## src/rtl/lnw_pkg.sv

```systemverilog
`timescale 1ns / 1ps
// Shared constants, types and the log-correction table for the log-sum-exp
// wirelength block. Used by every module under lse_net_wirelength.
package lnw_pkg;

    localparam int COORD_FRAC_BITS = 8;
    localparam int CORR_DEPTH      = 256;

    localparam int COORD_W     = 28;
    localparam int CFG_W       = 32;
    localparam int ETA_FRAC    = 16;
    localparam int LOG_FRAC    = 8;
    localparam int STEP_SHIFT  = 3;
    localparam int LSUM_W      = 40;
    localparam int WL_W        = 40;
    localparam int NUM_DIR     = 4;
    localparam int SCALE_SHIFT = COORD_FRAC_BITS + ETA_FRAC - LOG_FRAC;
    localparam int PROD_W      = COORD_W + CFG_W;
    localparam int CORR_IDX_W  = $clog2(CORR_DEPTH);
    localparam int CORR_W      = 8;

    localparam int IN_DATA_W   = ((2 * COORD_W + 7) / 8) * 8;
    localparam int OUT_DATA_W  = ((WL_W + 7) / 8) * 8;

    localparam int QUEUE_DEPTH = 4;
    localparam int QPTR_W      = $clog2(QUEUE_DEPTH);
    localparam int QCNT_W      = QPTR_W + 1;

    localparam logic [LSUM_W-1:0] LSUM_MAX = {1'b0, {(LSUM_W-1){1'b1}}};
    localparam logic [WL_W-1:0]   WL_MAX   = '1;
    localparam logic [CFG_W-1:0]  CFG_ONE  = CFG_W'(65536);

    typedef enum logic [0:0] {
        CFG_ETA     = 1'b0,
        CFG_INV_ETA = 1'b1
    } cfg_idx_t;

    typedef struct packed {
        logic signed [LSUM_W-1:0] vx;
        logic signed [LSUM_W-1:0] vy;
        logic                     first;
        logic                     last;
    } q_entry_t;

    typedef struct packed {
        logic     valid;
        q_entry_t entry;
    } push_t;

    typedef logic [CORR_DEPTH-1:0][CORR_W-1:0] corr_tab_t;

    localparam logic [63:0] Q30_ONE      = 64'd1073741824;
    localparam logic [63:0] EXP_STEP_Q30 = 64'd1040706261;
    localparam logic [63:0] LN2_Q30      = 64'd744261118;

    // log2 of z in [1,2] (Q.30), result Q.20, by repeated squaring
    function automatic logic [63:0] log2_q30(input logic [63:0] zin);
        logic [63:0] z;
        logic [63:0] r;
        z = zin;
        r = '0;
        if (z >= 2 * Q30_ONE) begin
            r[20] = 1'b1;
            z = z >> 1;
        end
        for (int k = 19; k >= 0; k--) begin
            z = (z * z) >> 30;
            if (z >= 2 * Q30_ONE) begin
                r[k] = 1'b1;
                z = z >> 1;
            end
        end
        return r;
    endfunction

    // entry i = ln(1 + exp(-i/32)) in Q.8
    function automatic corr_tab_t build_corr_tab();
        corr_tab_t   tab;
        logic [63:0] e;
        logic [63:0] l2;
        logic [63:0] ln;
        e = Q30_ONE;
        for (int i = 0; i < CORR_DEPTH; i++) begin
            l2 = log2_q30(Q30_ONE + e);
            ln = (l2 * LN2_Q30 + (64'd1 << 41)) >> 42;
            tab[i] = ln[CORR_W-1:0];
            e = (e * EXP_STEP_Q30 + (64'd1 << 29)) >> 30;
        end
        return tab;
    endfunction

    localparam corr_tab_t CORR_TAB = build_corr_tab();

endpackage

```

## src/rtl/lnw_queue.sv

```systemverilog
`timescale 1ns / 1ps
// Short FIFO of scaled pins between front and back end.
// Depends on lnw_pkg.
module lnw_queue (
    input  logic                       aclk,
    input  logic                       aresetn,
    input  lnw_pkg::push_t             push,
    input  logic                       pop,
    output logic                       head_valid,
    output lnw_pkg::q_entry_t          head,
    output logic [lnw_pkg::QCNT_W-1:0] count
);

    localparam int PTRW = lnw_pkg::QPTR_W;
    localparam int CNTW = lnw_pkg::QCNT_W;

    lnw_pkg::q_entry_t mem [lnw_pkg::QUEUE_DEPTH];
    lnw_pkg::q_entry_t head_reg;
    logic [PTRW-1:0]   wr_ptr_reg;
    logic [PTRW-1:0]   wr_ptr_next;
    logic [PTRW-1:0]   rd_ptr_reg;
    logic [PTRW-1:0]   rd_ptr_next;
    logic [CNTW-1:0]   count_reg;
    logic [CNTW-1:0]   count_next;

    always_comb begin
        wr_ptr_next = wr_ptr_reg;
        rd_ptr_next = rd_ptr_reg;
        count_next  = count_reg;
        if (push.valid) begin
            wr_ptr_next = wr_ptr_reg + PTRW'(1);
        end
        if (pop) begin
            rd_ptr_next = rd_ptr_reg + PTRW'(1);
        end
        if (push.valid && !pop) begin
            count_next = count_reg + CNTW'(1);
        end else if (!push.valid && pop) begin
            count_next = count_reg - CNTW'(1);
        end
    end

    always_ff @(posedge aclk) begin
        if (!aresetn) begin
            wr_ptr_reg <= '0;
            rd_ptr_reg <= '0;
            count_reg  <= '0;
        end else begin
            wr_ptr_reg <= wr_ptr_next;
            rd_ptr_reg <= rd_ptr_next;
            count_reg  <= count_next;
        end
    end

    // head is read ahead from the next read pointer; a write into the next head slot bypasses
    always_ff @(posedge aclk) begin
        if (push.valid) begin
            mem[wr_ptr_reg] <= push.entry;
        end
        if (push.valid && wr_ptr_reg == rd_ptr_next) begin
            head_reg <= push.entry;
        end else begin
            head_reg <= mem[rd_ptr_next];
        end
    end

    assign head       = head_reg;
    assign head_valid = count_reg != '0;
    assign count      = count_reg;

endmodule

```

## config.mk

```make
export PLATFORM = sky130hd
export DESIGN_NAME = lnw_queue
export DESIGN_NICKNAME = d
export VERILOG_FILES = /design/src/rtl/lnw_pkg.sv /design/src/rtl/lnw_queue.sv
export SDC_FILE = /design/constraint.sdc
export NUM_CORES = 1
export LEC_CHECK = 0
export BUFFER_PORTS_ARGS = -buffer_cell sky130_fd_sc_hd__clkbuf_2
export CAP_MARGIN = 20
export CELL_PAD_IN_SITES_DETAIL_PLACEMENT = 1
export CELL_PAD_IN_SITES_GLOBAL_PLACEMENT = 1
export CORE_AREA = 5 5 161 163
export DETAILED_ROUTE_END_ITERATION = 16
export DIE_AREA = 0 0 166 168
export PLACE_DENSITY = 0.83
export SLEW_MARGIN = 20
export SYNTH_ARGS = -nofsm -noshare
export SYNTH_HDL_FRONTEND = slang
export SYNTH_SLANG_ARGS = --single-unit
```

## constraint.sdc

```tcl
create_clock -name aclk -period 4.85 [get_ports aclk]
set_input_delay 1.2125 -clock aclk [delete_from_list [all_inputs] [get_ports aclk]]
set_output_delay 1.2125 -clock aclk [all_outputs]
set_load 0.005 [all_outputs]
```

-- Word level (Yosys, flattened, before mapping)
Memory sizes are Yosys's and may differ from the RTL's. A register that Yosys moved wholly into a read port is not among the register bits.
Index checks and enable logic that the tools add are counted.
- add/sub/neg operators: 4
- multipliers: 0
- divide/modulo/power cells: 0
- order comparisons: 0
- equal/unequal tests: 0
- shift operators: 0
- multiplexer cells: 5
- bitwise gates (word level): 0
- reduce and logical (&&, ||, !) cells: 6
- operator list (kind ; number):
    3-bit two-way mux ; 2
    2-bit by 1-bit adder with 2-bit output (second input constant) ; 2
    3-bit by 1-bit adder with 3-bit output (second input constant) ; 1
    3-bit nonzero test ; 1
    3-bit by 1-bit subtractor with 3-bit output (second input constant) ; 1
    1-bit logical AND ; 2
    1-bit zero test ; 2
    1-bit two-way mux ; 2
    2-bit two-way mux ; 1
    2-bit nonzero test ; 1
- register bits after elaboration: 7
- latch bits: 0
- RAM bits: 328
- ROM bits: 0
- word-level logic and storage cells: 19
- memories kept: 1
- memories (name ; words ; width ; rd ports ; clocked after memory_dff ; wr ports ; RTL line ; source):
    mem ; 4 ; 82 ; 1 ; 1 ; 1 ; lnw_queue.sv:17 ; lnw_pkg::q_entry_t mem [lnw_pkg::QUEUE_DEPTH];

-- Depth between registers and ports, before layout
- depth in word-level cells: 4
- gate-level depth with buffers: 7

-- Worst setup path after synthesis
Ideal clock, no wire load.
- path kind: input to register
- start point: input push[82] in the netlist's numbering
- end point: memory mem[0][0] in the netlist's numbering (enable)
- data arrival time: 3.120 ns
- required time: 4.401 ns
- slack: 1.281 ns
- cell stages on the path: 1
- path buffers: 0
- cell sequence: and2_1
- cells in the longest elaborated chain, start to end: 2
- ends and longest elaborated chain (what ; RTL line ; source):
    start, declared ; lnw_queue.sv:7 ; input lnw_pkg::push_t push,
    1-bit two-way mux ; lnw_queue.sv:57 ; if (push.valid) begin
    1-bit two-way mux (implied by the code) ; lnw_queue.sv:58 ; mem[wr_ptr_reg] <= push.entry;
    end, declared ; lnw_queue.sv:17 ;
Every way passes these cells.

==> qor.txt <==
Run status: complete, no violations
ANT nets after route: 0
Area growth, synth to finish: 18.8%
Max FFs per register: 328
Synth area leaders: edfxtp_1 (80%), mux4_2 (15%), dfxtp_1 (1.5%)
Flop2flop setup slack: 2810 ps
Leak: 5.05 nW
Asr flop ratio synth: 0%
DP Wirelength: 16.5 mm
Skew-Pair Late Insertion Delay: 490 ps
Post-synthesis xor/xnor area fraction: 0.355%
CP Capture Type: output pin
Io pins: 172
Final setup violation count: 0
Final Hold Slack: 448 ps
Adder-cell share of the synthesized area: 0.669%
Initial antenna violation count: 0
Largest net degree at the start of global routing: 51
Maximum clock rate: 266 MHz
Initial core utilization: 51.1%
Routability cong.: 0.684
DRT Pass-1 Iters: 4
Die height: 168 um
# DRC: 0
Period utilization: 77.5%
Worst reg2reg endpoint: mem[2][56]
Design area: 14700 um2
Slew Limit Fails: 0
Hold path start: rd_ptr_reg[1]
Total gr overflow: 0
Layout Nets: 764
Hold Path Class: reg -> reg
Cells after Synth: 469
WS Path Type: reg -> out
Hold buffer count at cts: 0
Setup Skew: 6.56 ps
Vias in the first global route: 6421
Post-Synthesis Net Count: 561
Primary FF master, synth: edfxtp_1
CTS tree: built
Depth of the most critical reg-to-reg path: 4
Post-CTS setup buffer count: 0
Final WL: 25.5 mm
Yosys reg bits: 337
Synth top area share: 79.8%
Worst endpoint data arrival time: 2540 ps
Complex-gate fraction of the synthesized area: 0.101%
Core area: 24200 um2
Maxcap violations: 0
TritonCTS Sinks: 337
Die width: 166 um
Pwr dens: 460 nW/um2
R2r startpoint: wr_ptr_reg[0]
Post-route insts no fill: 1018
Vias: 5630
Inserted Diodes: 0
Total power: 6.74 mW
Cts bufs inserted: 36
DP Worst Slack: 1540 ps
RSZ-0062 raised after global routing: false
Slew headroom: 47.9%
Commonest cells post-synth: edfxtp_1 (328), mux4_2 (81), dfxtp_1 (9)
Multiplexer area fraction after synthesis: 15.1%
Area leader, netlist: edfxtp_1
Syn Area/Cell: 26.3 um2
Dpl cells: 958
# H-tree levels: 2
Layout cells sized above 1: 45.2%
CP Launch Type: flop
Post-synth design cell area: 12300 um2
VDD IR max: 0.324 mV
YS warnings: 0
Clock Pin Slew Worst Setup and Hold Paths: 60 ps
Post_cts resized: 0
Worst Hold Depth: 1
Vias per cell: 5.53
Placed cell areas: 13600 um2
Die area: 27900 um2
Final min period: 3760 ps
Routed WL per cell: 25.1 um
Number of synthesized flops with an enable pin: 328
Sequential area share after synthesis: 81.2%
Final TNS setup: 0 ps
Clk root buf: clkbuf_16
Port Buf Inserts: 171
Fin util: 60.7%
GRT Total Usage: 18.5%
Clock Path Buffers: 3
Critical path peak fanout: 33
Worst EP required: 3640 ps
Slew @ Worst Pin: 781 ps
Number of DRC markers in iteration 0: 502
Largest family of logic cells by synthesized area: multiplexers
Cell variety after synth: 20
Top-count cell post-synth: edfxtp_1
Simple-gate portion of the synthesized area: 0.638%
Fin worst setup slack: 1090 ps
First-pass GRT wire length: 39.6 mm
Final Hold Fails: 0
Std-Cell Rows: 57
==> kinds of logic (layout without fill, tap and decap cells) <==
kind of cell | Yosys count | in the layout
AOI/OAI and AO/OA | 2 | 2
DFF | 337 | 337
adders and majority gates | 6 | 6
and+or+nand+nor | 13 | 13
buffers and inverters | 22 | 247
muxes | 84 | 84
xor gates and xnor gates | 5 | 5
==> worst max-delay path, cell delays in order (launching register included) <==
cell and delay [ps]:
dfxtp_4 800, buf_4 480, mux4_2 590, clkbuf_2 140
==> cell type report <==
cell class	instances	area (um2)
clock inverters	17	173
flip-flops and latches	337	10000
well taps	324	405
inverters	4	15.0
fillers	2013	9500
clock buffers	43	948
repair buffers	183	998
multi-input cells	110	2100
==> how the worst max path moves through the flow <==
| stage | start | to | cells after the start |
|---|---|---|---|
| floorplan | push[82] | mem[0][0] | 1 |
| global placement | flop | head[52] | 3 |
| detailed placement | flop | head[52] | 3 |
| CTS | flop | head[52] | 3 |
| global route | flop | head[52] | 3 |
| finish | flop | head[52] | 3 |
==> power by group <==
| part | switching, mW | leakage, nW | internal, mW | total (mW) |
|---|---|---|---|---|
| combinational | 0.326 | 1.42 | 0.361 | 0.687 |
| sequential | 0.0912 | 3.09 | 3.35 | 3.44 |
| clock | 1.02 | 0.547 | 1.59 | 2.62 |
| total | 1.44 | 5.05 | 5.30 | 6.74 |
==> placed cells by master (no fill, tap or decap), types with 4 or more instances in the layout <==
| cell type | count |
|---|---|
| buf_4 | 9 |
| clkbuf_2 | 171 |
| inv_1 | 4 |
| and2_1 | 4 |
| dfxtp_1 | 7 |
| ha_1 | 5 |
| clkinv_1 | 10 |
| bufinv_16 | 4 |
| and2_4 | 4 |
| mux4_2 | 81 |
| clkbuf_1 | 6 |
| clkbuf_16 | 37 |
| edfxtp_1 | 328 |
==> layer usage <==
metal,vias to the layer above,part of all wire (%),global-route usage (%)
met5,-,0,0
met4,0,1.4,4.12
met3,32,6.1,4.99
met2,180,52,31.6
met1,2996,40,24.2
li1,2422,-,-
(Power assumes the default switching activity.)
