[config.mk]
export PLATFORM = sky130hd
export DESIGN_NAME = lnw_front
export DESIGN_NICKNAME = d
export VERILOG_FILES = /design/src/rtl/lnw_pkg.sv /design/src/rtl/lnw_front.sv
export SDC_FILE = /design/constraint.sdc
export NUM_CORES = 2
export LEC_CHECK = 0
export BUFFER_PORTS_ARGS = -buffer_cell sky130_fd_sc_hd__buf_2
export CAP_MARGIN = 10
export CORE_ASPECT_RATIO = 1.25
export CORE_MARGIN = 2
export CORE_UTILIZATION = 55
export DETAILED_ROUTE_END_ITERATION = 10
export PLACE_DENSITY = 0.72
export SKIP_CTS_REPAIR_TIMING = 1
export SYNTH_ARGS = -nofsm -noshare
export SYNTH_HDL_FRONTEND = slang
export SYNTH_SLANG_ARGS = --single-unit
[constraint.sdc]
create_clock -name aclk -period 17.8 [get_ports aclk]
set_clock_uncertainty 0.2 [all_clocks]
set_input_delay 0.89 -clock aclk [delete_from_list [all_inputs] [get_ports aclk]]
set_output_delay 0.89 -clock aclk [all_outputs]
set_load 0.05 [all_outputs]
[src/rtl/lnw_pkg.sv]
`timescale 1ns / 1ps
// Shared constants, types and the log-correction table for the log-sum-exp
// wirelength block. Used by every module under lse_net_wirelength.
package lnw_pkg;

    localparam int COORD_FRAC_BITS = 8;
    localparam int CORR_DEPTH      = 256;

    localparam int COORD_W     = 28;
    localparam int CFG_W       = 32;
    localparam int ETA_FRAC    = 16;
    localparam int LOG_FRAC    = 8;
    localparam int STEP_SHIFT  = 3;
    localparam int LSUM_W      = 40;
    localparam int WL_W        = 40;
    localparam int NUM_DIR     = 4;
    localparam int SCALE_SHIFT = COORD_FRAC_BITS + ETA_FRAC - LOG_FRAC;
    localparam int PROD_W      = COORD_W + CFG_W;
    localparam int CORR_IDX_W  = $clog2(CORR_DEPTH);
    localparam int CORR_W      = 8;

    localparam int IN_DATA_W   = ((2 * COORD_W + 7) / 8) * 8;
    localparam int OUT_DATA_W  = ((WL_W + 7) / 8) * 8;

    localparam int QUEUE_DEPTH = 4;
    localparam int QPTR_W      = $clog2(QUEUE_DEPTH);
    localparam int QCNT_W      = QPTR_W + 1;

    localparam logic [LSUM_W-1:0] LSUM_MAX = {1'b0, {(LSUM_W-1){1'b1}}};
    localparam logic [WL_W-1:0]   WL_MAX   = '1;
    localparam logic [CFG_W-1:0]  CFG_ONE  = CFG_W'(65536);

    typedef enum logic [0:0] {
        CFG_ETA     = 1'b0,
        CFG_INV_ETA = 1'b1
    } cfg_idx_t;

    typedef struct packed {
        logic signed [LSUM_W-1:0] vx;
        logic signed [LSUM_W-1:0] vy;
        logic                     first;
        logic                     last;
    } q_entry_t;

    typedef struct packed {
        logic     valid;
        q_entry_t entry;
    } push_t;

    typedef logic [CORR_DEPTH-1:0][CORR_W-1:0] corr_tab_t;

    localparam logic [63:0] Q30_ONE      = 64'd1073741824;
    localparam logic [63:0] EXP_STEP_Q30 = 64'd1040706261;
    localparam logic [63:0] LN2_Q30      = 64'd744261118;

    // log2 of z in [1,2] (Q.30), result Q.20, by repeated squaring
    function automatic logic [63:0] log2_q30(input logic [63:0] zin);
        logic [63:0] z;
        logic [63:0] r;
        z = zin;
        r = '0;
        if (z >= 2 * Q30_ONE) begin
            r[20] = 1'b1;
            z = z >> 1;
        end
        for (int k = 19; k >= 0; k--) begin
            z = (z * z) >> 30;
            if (z >= 2 * Q30_ONE) begin
                r[k] = 1'b1;
                z = z >> 1;
            end
        end
        return r;
    endfunction

    // entry i = ln(1 + exp(-i/32)) in Q.8
    function automatic corr_tab_t build_corr_tab();
        corr_tab_t   tab;
        logic [63:0] e;
        logic [63:0] l2;
        logic [63:0] ln;
        e = Q30_ONE;
        for (int i = 0; i < CORR_DEPTH; i++) begin
            l2 = log2_q30(Q30_ONE + e);
            ln = (l2 * LN2_Q30 + (64'd1 << 41)) >> 42;
            tab[i] = ln[CORR_W-1:0];
            e = (e * EXP_STEP_Q30 + (64'd1 << 29)) >> 30;
        end
        return tab;
    endfunction

    localparam corr_tab_t CORR_TAB = build_corr_tab();

endpackage

[src/rtl/lnw_front.sv]
`timescale 1ns / 1ps
// Front end: accepts pins, marks net start/end, scales both coordinates by 1/eta.
// Depends on lnw_pkg; feeds lnw_queue.
module lnw_front (
    input  logic                           aclk,
    input  logic                           aresetn,
    input  logic                           s_tvalid,
    output logic                           s_tready,
    input  logic [lnw_pkg::IN_DATA_W-1:0]  s_tdata,   // center_x, center_y
    input  logic                           s_tlast,   // last_pin
    input  logic [lnw_pkg::CFG_W-1:0]      inv_eta,
    input  logic [lnw_pkg::QCNT_W-1:0]     q_count,
    output lnw_pkg::push_t                 push
);

    localparam int CW  = lnw_pkg::COORD_W;
    localparam int PW  = lnw_pkg::PROD_W;
    localparam int LW  = lnw_pkg::LSUM_W;
    localparam int OCC = lnw_pkg::QCNT_W + 1;

    logic              accept;
    logic [CW-1:0]     cx;
    logic [CW-1:0]     cy;
    logic [CW-1:0]     mag_x;
    logic [CW-1:0]     mag_y;
    logic [OCC-1:0]    occupancy;
    logic              net_open_reg;
    logic              net_open_next;

    logic              a_valid_reg;
    logic [CW-1:0]     a_mag_x_reg;
    logic [CW-1:0]     a_mag_y_reg;
    logic              a_neg_x_reg;
    logic              a_neg_y_reg;
    logic              a_first_reg;
    logic              a_last_reg;

    logic              b_valid_reg;
    logic [PW-1:0]     b_prod_x_reg;
    logic [PW-1:0]     b_prod_y_reg;
    logic              b_neg_x_reg;
    logic              b_neg_y_reg;
    logic              b_first_reg;
    logic              b_last_reg;

    function automatic logic signed [LW-1:0] round_sat(input logic [PW-1:0] prod,
                                                        input logic neg);
        logic [PW:0]   r;
        logic [PW:0]   q;
        logic [LW-1:0] m;
        r = {1'b0, prod} + ((PW + 1)'(1) << (lnw_pkg::SCALE_SHIFT - 1));
        q = r >> lnw_pkg::SCALE_SHIFT;
        if (q > {{(PW + 1 - LW){1'b0}}, lnw_pkg::LSUM_MAX}) begin
            m = lnw_pkg::LSUM_MAX;
        end else begin
            m = q[LW-1:0];
        end
        return neg ? -$signed(m) : $signed(m);
    endfunction

    assign cx        = s_tdata[CW-1:0];
    assign cy        = s_tdata[2*CW-1:CW];
    assign mag_x     = cx[CW-1] ? (~cx + CW'(1)) : cx;
    assign mag_y     = cy[CW-1] ? (~cy + CW'(1)) : cy;
    assign occupancy = OCC'(q_count) + OCC'(a_valid_reg) + OCC'(b_valid_reg);
    assign s_tready  = occupancy < OCC'(lnw_pkg::QUEUE_DEPTH);
    assign accept    = s_tvalid && s_tready;

    always_comb begin
        net_open_next = net_open_reg;
        if (accept) begin
            net_open_next = !s_tlast;
        end
    end

    always_ff @(posedge aclk) begin
        if (!aresetn) begin
            a_valid_reg  <= 1'b0;
            b_valid_reg  <= 1'b0;
            net_open_reg <= 1'b0;
        end else begin
            a_valid_reg  <= accept;
            b_valid_reg  <= a_valid_reg;
            net_open_reg <= net_open_next;
        end
    end

    always_ff @(posedge aclk) begin
        if (accept) begin
            a_mag_x_reg <= mag_x;
            a_mag_y_reg <= mag_y;
            a_neg_x_reg <= cx[CW-1];
            a_neg_y_reg <= cy[CW-1];
            a_first_reg <= !net_open_reg;
            a_last_reg  <= s_tlast;
        end
        if (a_valid_reg) begin
            b_prod_x_reg <= PW'(a_mag_x_reg) * PW'(inv_eta);
            b_prod_y_reg <= PW'(a_mag_y_reg) * PW'(inv_eta);
            b_neg_x_reg  <= a_neg_x_reg;
            b_neg_y_reg  <= a_neg_y_reg;
            b_first_reg  <= a_first_reg;
            b_last_reg   <= a_last_reg;
        end
    end

    always_comb begin
        push.valid       = b_valid_reg;
        push.entry.vx    = round_sat(b_prod_x_reg, b_neg_x_reg);
        push.entry.vy    = round_sat(b_prod_y_reg, b_neg_y_reg);
        push.entry.first = b_first_reg;
        push.entry.last  = b_last_reg;
    end

endmodule

Yosys cells after proc, flatten, opt, wreduce, memory -nomap -nowiden
Cells that the tools add are included.
{"block": "totals", "ff_bits": 187, "wordCells": 41}
{"block": "classes", "n_addsub": 8, "n_mul": 2, "order_cmp": 3, "mux": 6, "bitwise_logic": 2, "reduce_logical": 3}
{"operator": "40-bit two-way mux", "n": 4}
{"operator": "60-bit by 16-bit adder with 61-bit output, second input constant", "n": 2}
{"operator": "28-bit by 32-bit multiplier with 60-bit output", "n": 2}
{"operator": "45-bit by 39-bit greater-than comparator with 1-bit output, second input constant", "n": 2}
{"operator": "40-bit negator", "n": 2}
{"operator": "28-bit by 1-bit adder with 28-bit output, second input constant", "n": 2}
{"operator": "28-bit inverter", "n": 2}
{"operator": "27-bit two-way mux", "n": 2}
{"operator": "3-bit by 1-bit adder with 4-bit output", "n": 1}
{"operator": "4-bit by 1-bit adder with 4-bit output", "n": 1}
{"operator": "4-bit by 3-bit less-than comparator with 1-bit output, second input constant", "n": 1}
{"operator": "1-bit logical NOT", "n": 2}
{"operator": "1-bit logical AND", "n": 1}

Longest topological paths before layout
{"block": "depth", "word_depth": 5, "ltp_mapped": 29, "mapped_depth_nobuf": 26}

Worst setup path before layout
Ideal clock, no wire load.
{"block": "synth_timing", "kind": "input-to-reg", "start": "input inv_eta[9] in the netlist's numbering", "end": "register b_prod_y_reg[56] (data pin)", "t_arrival_ps": 7491, "t_required_ps": 17336, "slack_ps": 9845, "cell_stages": 26, "cell_sequence": "clkbuf_1 > clkbuf_1 > nand2_1 > fa_1 > fa_1 > inv_1 > fa_1 > inv_1 > fa_1 > inv_1 > fa_1 > fa_1 > inv_1 > fa_1 > inv_1 > ha_1 > a21o_1 > a221o_1 > a31o_2 > and3_1 > o221ai_1 > o21ai_1 > a21oi_1 > a31oi_1 > a221oi_1 > xnor2_1"}
{"block": "synth_between", "elab_chain_len": 1}
{"element": "from (decl)", "line_no": "lnw_front.sv:11", "source": "input logic [lnw_pkg::CFG_W-1:0] inv_eta,"}
{"element": "28-bit by 32-bit multiplier with 60-bit output", "line_no": "lnw_front.sv:99", "source": "b_prod_y_reg <= PW'(a_mag_y_reg) * PW'(inv_eta);"}
{"element": "to (signal assigned)", "line_no": "lnw_front.sv:99"}
{"element": "to (decl)", "line_no": "lnw_front.sv:40", "source": "logic [PW-1:0] b_prod_y_reg;"}
Every way passes these cells.
A chain may end at the register's enable or synchronous reset.

Worst setup path in the final report
{"block": "layout_timing", "start": "input inv_eta[5] in the netlist's numbering", "end": "register b_prod_x_reg[56] (data pin)"}
{"block": "layout_between", "elab_chain_len": 1}
{"element": "28-bit by 32-bit multiplier with 60-bit output", "line_no": "lnw_front.sv:98", "source": "b_prod_x_reg <= PW'(a_mag_x_reg) * PW'(inv_eta);"}
{"element": "to (signal assigned)", "line_no": "lnw_front.sv:98"}
{"element": "to (decl)", "line_no": "lnw_front.sv:39", "source": "logic [PW-1:0] b_prod_x_reg;"}
Every way passes these cells.

==> reports/metrics.yaml <==
status:
  result_of_the_run: "complete, no violations"
routing:
  detail_route.first_pass.iterations: 6
  drt-wirelength-per-cell_um: 19.5
  vias: 52100
  first_iter_violations: 3288
  detail_route.drc_violations: 0
  routed_wl_um: 181000
  vias_per_instance: 5.64
  postRouteAntennaNets: 0
synth:
  most_common_flop_cell_mapped_by_yosys: "sky130_fd_sc_hd__edfxtp_1"
  synthesis.area_per_instance_sq_um: 8.82
  synth.yosys.seq_area_share_pct: 6.83
  syn-num-nets: 9853
  synth.lib_cells_used.distinct: 81
  ys_top_cells_by_area: "sky130_fd_sc_hd__fa_1, sky130_fd_sc_hd__inv_1, sky130_fd_sc_hd__and2_1, sky130_fd_sc_hd__ha_1, sky130_fd_sc_hd__edfxtp_1"
  synth.largest_area_cell: "sky130_fd_sc_hd__fa_1"
  synth_enable_flop_cells: 154
  synth.top_cell.area_share_pct: 45.4
  synth_most_common_cell: "sky130_fd_sc_hd__inv_1"
  yosys_warnings: 0
  synth.ff_latch_count: 157
  synthArstFlopShare_pct: 0
  synth.cells.most_frequent: "sky130_fd_sc_hd__inv_1, sky130_fd_sc_hd__fa_1, sky130_fd_sc_hd__nand2_1"
  netlist_area_sq_um: 68600
  synthesis.instances: 7777
timing:
  fin_tns_setup_ns: 0
  timing_worst_slew_pin_value_ns: 1.18
  min_period_over_period_pct: 50.4
  rsz0062_at_grt: "false"
  final_max_slew_viol_count: 0
  timing.final.hold_violations: 0
  timing.slew.headroom_pct: 20.9
  setup_violations: 0
  minimum_period_implied_by_the_final_worst_setup_slack_ns: 8.98
  achievable-frequency_ghz: 0.111
setup_path:
  rrSetupSlack_ns: 9.26
  crit-reg2reg-launch: "a_mag_x_reg[8]$_DFFE_PP_"
  critPathLaunchType: "input port"
  critical_path_peak_fanout: 31
  endpoint_kind: "flip-flop"
  r2r_cells: 23
  crit-reg2reg-capture: "b_prod_x_reg[56]$_DFFE_PP_"
  worstSetupPathType: "input port to flip-flop"
  crit_arrival_ns: 9.04
  cp.required_ns: 17.86
global_route:
  grt_start_max_net_pins: 63
  grt_pass1_vias: 56500
  grt.overflow.total: 0
  antenna_found_initial: 2
  grt_pass1_wl_um: 296000
  groute.usage.overall_pct: 29.6
clock_network:
  cts_buffers: 17
  path_clk_slew_ns: 0.07
  htree_levels: 4
  cts_num_sinks: 157
  cts_tree: "done"
  ctsRootBufferMaster: "sky130_fd_sc_hd__clkbuf_16"
  clk-insertion-delay-late_ns: 0.51
  cts-root-to-sink-buffers: 2
place:
  detailed_place_hpwl_um: 135000
  gp_congestion: 0.896
  count_of_input_and_output_buffers: 178
die:
  dieHeight_um: 399
  floorplan.io_pins: 179
  design.die.area_sq_um: 128000
  starting_density_of_the_core_pct: 55.6
  die_x_um: 320
  fp.coreArea_sq_um: 123000
  num_rows: 144
min_path:
  holdCritStartpoint: "a_first_reg$_DFFE_PP_"
  timing.hold.worst_endpoint: "b_first_reg$_DFFE_PP_"
  holdCritPathClass: "flip-flop to flip-flop"
  hold-path-cell-count: 0
layout:
  final_layout_size_suffix_gt1_share_pct: 4.73
  post_layout_net_count: 9699
  flow.area_growth_from_synthesis_pct: 3.66
flow_run:
  maxCapViolCount: 0
[cell type report]
class                      count  area, sq um
multi-input combinational   5366        55400
fill                       10900        52300
inverter                    1803         6770
sequential                   157         4690
tap                         1606         2010
timing repair buffer         278         1640
clock buffer                  17          425
clock inverter                14          151
antenna                        1         2.50
[worst max-delay path: stages]
cell and delay [ns]:
sky130_fd_sc_hd__buf_2 0.65, sky130_fd_sc_hd__buf_4 0.48, sky130_fd_sc_hd__and2_1 0.21, sky130_fd_sc_hd__fa_1 0.43, sky130_fd_sc_hd__fa_1 0.39, sky130_fd_sc_hd__fa_1 0.49
sky130_fd_sc_hd__inv_1 0.05, sky130_fd_sc_hd__fa_1 0.47, sky130_fd_sc_hd__inv_1 0.06, sky130_fd_sc_hd__fa_1 0.50, sky130_fd_sc_hd__inv_1 0.06, sky130_fd_sc_hd__fa_1 0.48
sky130_fd_sc_hd__fa_1 0.52, sky130_fd_sc_hd__inv_1 0.05, sky130_fd_sc_hd__ha_1 0.31, sky130_fd_sc_hd__o21a_1 0.22, sky130_fd_sc_hd__a2111oi_0 0.86, sky130_fd_sc_hd__a211oi_1 0.27
sky130_fd_sc_hd__or3_1 0.53, sky130_fd_sc_hd__a21oi_1 0.39, sky130_fd_sc_hd__o31ai_1 0.22, sky130_fd_sc_hd__nor4_1 0.22, sky130_fd_sc_hd__nor3_1 0.11, sky130_fd_sc_hd__xor2_1 0.15
[metal layers]
metal  GRT usage [%]  wire, um
met5               0         0
met4            14.3      9550
met3            3.45     10600
met2            53.1     93600
met1            35.4     66900
[stage by stage]
step                      setup slack, ns  hold slack (ns)  util (%)  cells  instance area (sq um)
after floorplan                      9.85            0.200         -   7777                  68600
after global placement               8.52            0.203      57.1   9210                  70500
after detailed placement             8.52            0.206      57.1   9210                  70500
after CTS                            9.02            0.225      57.6   9241                  71100
after global routing                 8.46            0.233      57.6   9242                  71100
final                                8.82            0.223      57.6   9242                  71100
[placed cells by master, fill, tap and decap left out, types with 84 or more instances in the layout]
master and n:
sky130_fd_sc_hd__nor2_1 158, sky130_fd_sc_hd__xor2_1 95, sky130_fd_sc_hd__edfxtp_1 154, sky130_fd_sc_hd__ha_1 427, sky130_fd_sc_hd__buf_2 178, sky130_fd_sc_hd__nand3_1 84, sky130_fd_sc_hd__a21oi_1 157, sky130_fd_sc_hd__nand2_1 1070
sky130_fd_sc_hd__and2_1 920, sky130_fd_sc_hd__xnor2_1 165, sky130_fd_sc_hd__inv_1 1801, sky130_fd_sc_hd__o21ai_0 118, sky130_fd_sc_hd__buf_4 100, sky130_fd_sc_hd__fa_1 1554
[kinds of logic after synthesis]
group,after synthesis,synth area share (%)
mux,9,0.131
buf+inv,2254,12.4
simple gates,2550,18.8
flops,157,6.83
xor+xnor,260,3.32
fa+ha+maj,1981,53.2
compound gates,566,5.32
[worst max path at each step]
stage                           from                          to  slack, ns  depth (start not counted)
final                     inv_eta[5]  b_prod_x_reg[56]$_DFFE_PP_       8.82                         24
after global routing      inv_eta[5]  b_prod_x_reg[56]$_DFFE_PP_       8.46                         24
after CTS                 inv_eta[5]  b_prod_x_reg[56]$_DFFE_PP_       9.02                         24
after detailed placement  inv_eta[5]  b_prod_x_reg[56]$_DFFE_PP_       8.52                         24
after global placement    inv_eta[5]  b_prod_x_reg[56]$_DFFE_PP_       8.52                         24
after floorplan           inv_eta[9]  b_prod_y_reg[56]$_DFFE_PP_       9.85                         26
Power is left out: the tool's default activity adds up to more than one toggle a clock period on the data nets, which glitch-free logic cannot reach.
